$ cat src/rtl/pfa_pkg.sv
// pfa_pkg: shared types, constants and helper functions of the page frame allocator
// used by the channel interfaces, the frame search, the core and its checker
package pfa_pkg;

  // configuration defaults
  localparam int PFA_FRAME_COUNT = 32;

  // field widths fixed by the channel format
  localparam int CMD_W      = 2;
  localparam int FIDX_W     = 10;
  localparam int AMOUNT_W   = 32;
  localparam int FREE_W     = 5;
  localparam int NEED_W     = 11;
  localparam int FRAME_SHIFT = 22;

  // page directory geometry
  localparam int DIR_DEPTH = 1024;
  localparam int DIR_AW    = 10;
  localparam int ENTRY_W   = 14;
  localparam logic [DIR_AW-1:0] KERNEL_LOW_IDX  = 10'h000;
  localparam logic [DIR_AW-1:0] KERNEL_HIGH_IDX = 10'h300;

  // used-bit map is held as rows of 32 frames
  localparam int ROW_W     = 32;
  localparam int ROW_SHIFT = 5;

  // command codes
  localparam logic [CMD_W-1:0] CMD_CHECK = 2'd0;
  localparam logic [CMD_W-1:0] CMD_ALLOC = 2'd1;
  localparam logic [CMD_W-1:0] CMD_FREE  = 2'd2;

  // directory entry layout
  localparam logic [ENTRY_W-1:0] E_PRESENT = 14'h0001;
  localparam logic [ENTRY_W-1:0] E_WRITE   = 14'h0002;
  localparam logic [ENTRY_W-1:0] E_USER    = 14'h0004;
  localparam logic [ENTRY_W-1:0] E_PS4MB   = 14'h0008;
  localparam int E_FRAME_SHIFT = 4;
  localparam logic [ENTRY_W-1:0] E_KERNEL  = E_PRESENT | E_WRITE | E_PS4MB;
  localparam logic [ENTRY_W-1:0] E_ALLOC   = E_PRESENT | E_WRITE | E_USER | E_PS4MB;

  // sequencer states
  typedef enum logic [3:0] {
    S_CLEAR,
    S_IDLE,
    S_DECODE,
    S_A_READ,
    S_A_SCAN,
    S_F_READ,
    S_F_ENTRY,
    S_F_BITMAP,
    S_RESULT
  } state_t;

  // outcome of the lowest-free search over one row
  typedef struct packed {
    logic                 found;
    logic [ROW_SHIFT-1:0] pos;
  } find_t;

  // reset image of one bitmap row: frame 0 and frames past the map read as used
  function automatic logic [ROW_W-1:0] row_init(input int unsigned row,
                                                input int unsigned frames);
    logic [ROW_W-1:0] v;
    int unsigned      f;
    v = '0;
    for (int b = 0; b < ROW_W; b++) begin
      f    = row * ROW_W + b;
      v[b] = (f == 0) || (f >= frames);
    end
    return v;
  endfunction

endpackage

$ cat src/rtl/pfa_find.sv
// pfa_find: lowest clear bit of one used-bit row
// depends on pfa_pkg for find_t and the row width
module pfa_find (
  input  logic [pfa_pkg::ROW_W-1:0] used,
  output pfa_pkg::find_t            res
);
  import pfa_pkg::*;

  // priority encoder, lowest free position wins
  always_comb begin
    res.found = ~&used;
    res.pos   = '0;
    for (int i = ROW_W - 1; i >= 0; i--) begin
      if (!used[i]) begin
        res.pos = ROW_SHIFT'(i);
      end
    end
  end

endmodule

$ cat config.mk
export PLATFORM = sky130hd
export DESIGN_NAME = pfa_find
export DESIGN_NICKNAME = d
export VERILOG_FILES = /design/src/rtl/pfa_pkg.sv /design/src/rtl/pfa_find.sv
export SDC_FILE = /design/constraint.sdc
export NUM_CORES = 1
export LEC_CHECK = 0
export ABC_CLOCK_PERIOD_IN_PS = 2600
export BUFFER_PORTS_ARGS = -buffer_cell sky130_fd_sc_hd__buf_2
export CORE_AREA = 2 2 39 41
export DETAILED_ROUTE_END_ITERATION = 16
export DIE_AREA = 0 0 41 43
export PLACE_DENSITY = 0.67
export SLEW_MARGIN = 30
export SYNTH_ARGS = -nofsm -noshare
export SYNTH_HDL_FRONTEND = slang
export SYNTH_SLANG_ARGS = --single-unit
export TNS_END_PERCENT = 10
$ cat constraint.sdc
create_clock -name vclk -period 2.6
set_clock_uncertainty 0.05 [all_clocks]
set_input_delay 0.78 -clock vclk [all_inputs]
set_output_delay 0.78 -clock vclk [all_outputs]
set_load 0.01 [all_outputs]
Word level (Yosys, flattened, before mapping)
Cells that the tools add are included.

Output and inout bits: 6. Logic and storage cells: 34. Memory bits (writable): 0. ROM bits: 0. Bits in latches: 0. Memories kept: 0. Bits in registers: 0. Input bits: 32.

Multiply operators: 0. Shift-type cells: 0. Magnitude comparators: 0. Eq/ne operators: 0. Add/sub/neg operators: 0. Reductions and logical operators: 2. Bitwise operators: 0. Multiplexer cells: 32. Div/mod/pow operators: 0.

Operators by type and width (count): $mux 5 (32); $reduce_and 32->1 (1); $logic_not 1->1 (1).

Longest topological paths before layout
Depth after elaboration: 32. Mapped depth: 5. Gate-level depth less buffers: 5.

Worst setup path before layout
No wires, ideal clock.

Path kind: input-to-output. Start point: input port used[1] in the netlist's numbering. End point: output port res[4] in the netlist's numbering. Stages on the path: 3. Setup slack: 183 ps. Path buffers: 0. Data arrival time: 1587 ps. Required time: 1770 ps. Cells stage by stage: nand4_1 or3_4 nor4_2.

RTL lines: start: declaration (line pfa_find.sv:4) `input logic [pfa_pkg::ROW_W-1:0] used,`; end: declaration (line pfa_find.sv:5) `output pfa_pkg::find_t res`.

==> results.py <==
metrics = {
    "outcome": {
        "run_status": "finished, violations left",
        "failed_checks": "setup timing",
    },
    "cells_and_area": {
        "final_common_cell": "sky130_fd_sc_hd__buf_2",
        "syn2layout_area_growth_pct": 91.1,
        "register_area_um2": 0,
        "layout.clock_buffers": 0,
        "multiInputGateArea_um2": 379,
        "post_route_cells_drive_above_1_share_pct": 52.5,
        "nFlopsAndLatches": 0,
        "num-fill-cells": 149,
        "layout.cells.most_common_list": "35 x sky130_fd_sc_hd__buf_2, 16 x sky130_fd_sc_hd__buf_4, 11 x sky130_fd_sc_hd__nand2_1",
        "design_area_final_um2": 751,
        "final_nets": 154,
        "insertedDiodeCount": 0,
    },
    "synth": {
        "synth.avg_cell_area_um2": 5.95,
        "synth_sequential_area_ratio_pct": 0,
        "synth_area_um2": 393,
        "post_synth_num_cell_types": 22,
        "ys_top_cells_by_area": "sky130_fd_sc_hd__nand4_1 14%, sky130_fd_sc_hd__nand2_1 11%, sky130_fd_sc_hd__nand3_1 7.6%",
        "post_synth_and_or_nand_nor_area_fraction_pct": 58.3,
        "post_synth_xor_area_fraction_pct": 0,
        "synth_nets": 98,
        "synth_largest_type_area_fraction_pct": 14.3,
        "synthCells": 66,
        "synth_area_leader_cell": "sky130_fd_sc_hd__nand4_1",
        "yosys_warnings": 0,
        "largest_family_of_logic_cells_by_synthesized_area": "simple AND/OR/NAND/NOR gates",
        "compound_cell_area_share_of_the_yosys_netlist_pct": 36.0,
        "portion_of_netlist_area_occupied_by_mux_cells_pct": 0,
        "yosys.area_share.adder_pct": 0,
    },
    "global_routing": {
        "grt_pass1_wl_mm": 2.28,
        "grt.overflow.total": 0,
        "antenna_found_initial": 0,
        "number_of_global_route_vias_before_repair": 636,
        "grt_start_max_net_pins": 6,
        "global_route.usage.total_pct": 17.3,
    },
    "floorplan": {
        "die-area_um2": 1760,
        "ioPinCount": 38,
        "dieHeight_um": 43,
        "core_region_area_um2": 1380,
        "floorplan.initialDensity_pct": 28.4,
        "die_x_um": 41,
        "fp-row-count": 14,
    },
    "drt": {
        "ant_nets": 0,
        "via_count": 718,
        "drt_drc_violations_left": 0,
        "drt-vias-per-instance": 5.28,
        "drt_iter0_markers": 3,
        "detail_route.first_pass.iterations": 4,
        "wire_per_inst_um": 10.5,
        "routed_wire_length_mm": 1.43,
    },
    "worst_setup_path": {
        "worstPathMaxFanout": 3,
        "endpoint_class_of_the_critical_path": "output pin",
        "cp_data_required_time_ns": 1.77,
        "worstSetupPathType": "in -> out",
        "worst_setup_path_start_kind": "input pin",
        "worstPathArrival_ns": 1.77,
        "setup.worst_path.start": "used[31]",
    },
    "timing": {
        "timing.max_slew.rel_slack_pct": 82.3,
        "hold_viol_final": 0,
        "fin_setup_tns_ns": -0.00296,
        "finalCritPeriodShare_pct": 100,
        "endpoints_failing_setup": 1,
        "unrepaired_setup_endpoints_after_global_routing": "yes",
        "timing.final.max_slew_violations": 0,
        "timing.final.crit_period_ns": 2.60,
        "hold_slack_ns": 1.94,
        "achievable-frequency_mhz": 384,
        "worst_slew_pin_slew_ns": 0.265,
        "post-route-worst-setup-slack_ns": -0.00296,
    },
    "hold_path": {
        "min_from": "used[9]",
        "hold_path_depth": 4,
        "hold_removal_path_class": "in -> out",
    },
    "placement": {
        "post-dp-hpwl_mm": 1.27,
        "post-place-ws_ns": -0.0589,
        "globalplace.congestion": 0.838,
        "port_buffers": 38,
        "detailed_place.area_um2": 723,
    },
    "clock_network": {
        "cts_hold_buffers": 0,
        "postCtsSetupBuffers": 0,
    },
    "power": {
        "vdd.ir_drop.worst_v": 0.0000658,
        "power_leakage_nw": 0.373,
        "p_total_mw": 0.0904,
        "power.density_cell_area_nw_per_um2": 120,
    },
    "flow_run": {
        "max_cap_violations": 0,
    },
}
-- per-layer routing --
layer | part of all wire, % | global-route usage [%]
met5 | 0 | 0
met4 | 0.56 | 1.33
met3 | 5.9 | 0
met2 | 48 | 30.0
met1 | 45 | 23.9
-- cell families after synthesis --
logic type,after synthesis
AOI/OAI and AO/OA,21
and+or+nand+nor,39
buffers and inverters,6
-- worst max-delay path, cell delays in order --
cell and delay [ns]:
sky130_fd_sc_hd__buf_2 0.11, sky130_fd_sc_hd__nand3b_1 0.15, sky130_fd_sc_hd__nand3_1 0.07, sky130_fd_sc_hd__a31oi_1 0.09, sky130_fd_sc_hd__a2111oi_2 0.21, sky130_fd_sc_hd__o221a_2 0.26, sky130_fd_sc_hd__buf_6 0.10
-- where the power goes --
group / total, mW / switching (mW) / internal (mW)
combinational: 0.0904 / 0.0424 / 0.0480
sequential: 0 / 0 / 0
clock: 0 / 0 / 0
total: 0.0904 / 0.0424 / 0.0480
-- timing repair --
action / in CTS / in global routing
gates resized for setup: 5 / 2
endpoints found under the setup margin: 2 / 3
pin swaps: 5 / 5
-- area by class of cell --
| cell class | count | area share [%] |
|---|---|---|
| Multi-Input combinational cell | 60 | 50.5 |
| Timing Repair Buffer | 54 | 43.8 |
| Inverter | 6 | 3.00 |
| Tap cell | 16 | 2.67 |
-- synthesized netlist by cell type, drive strengths merged --
master	number
nand2b	1
nand3	6
nor4	1
o21bai	1
a2111oi	1
a31oi	4
o2111ai	2
a211oi	1
o221a	1
a21oi	5
nand3b	2
nand4	9
nand2	11
nor3	2
nor2	4
o21ai	5
inv	6
a21o	1
and4	1
or3	2
-- path summary, 6_finish.rpt --
check | endpoint
setup / recovery | res[0]
hold / removal | res[1]
-- through the flow --
stage,instances,util (%)
after floorplan,66,-
final,136,54.2
after global placement,136,52.3
after CTS,136,54.0
after global routing,136,54.2
after detailed placement,136,52.3
Power figures use the tool's default switching activity.
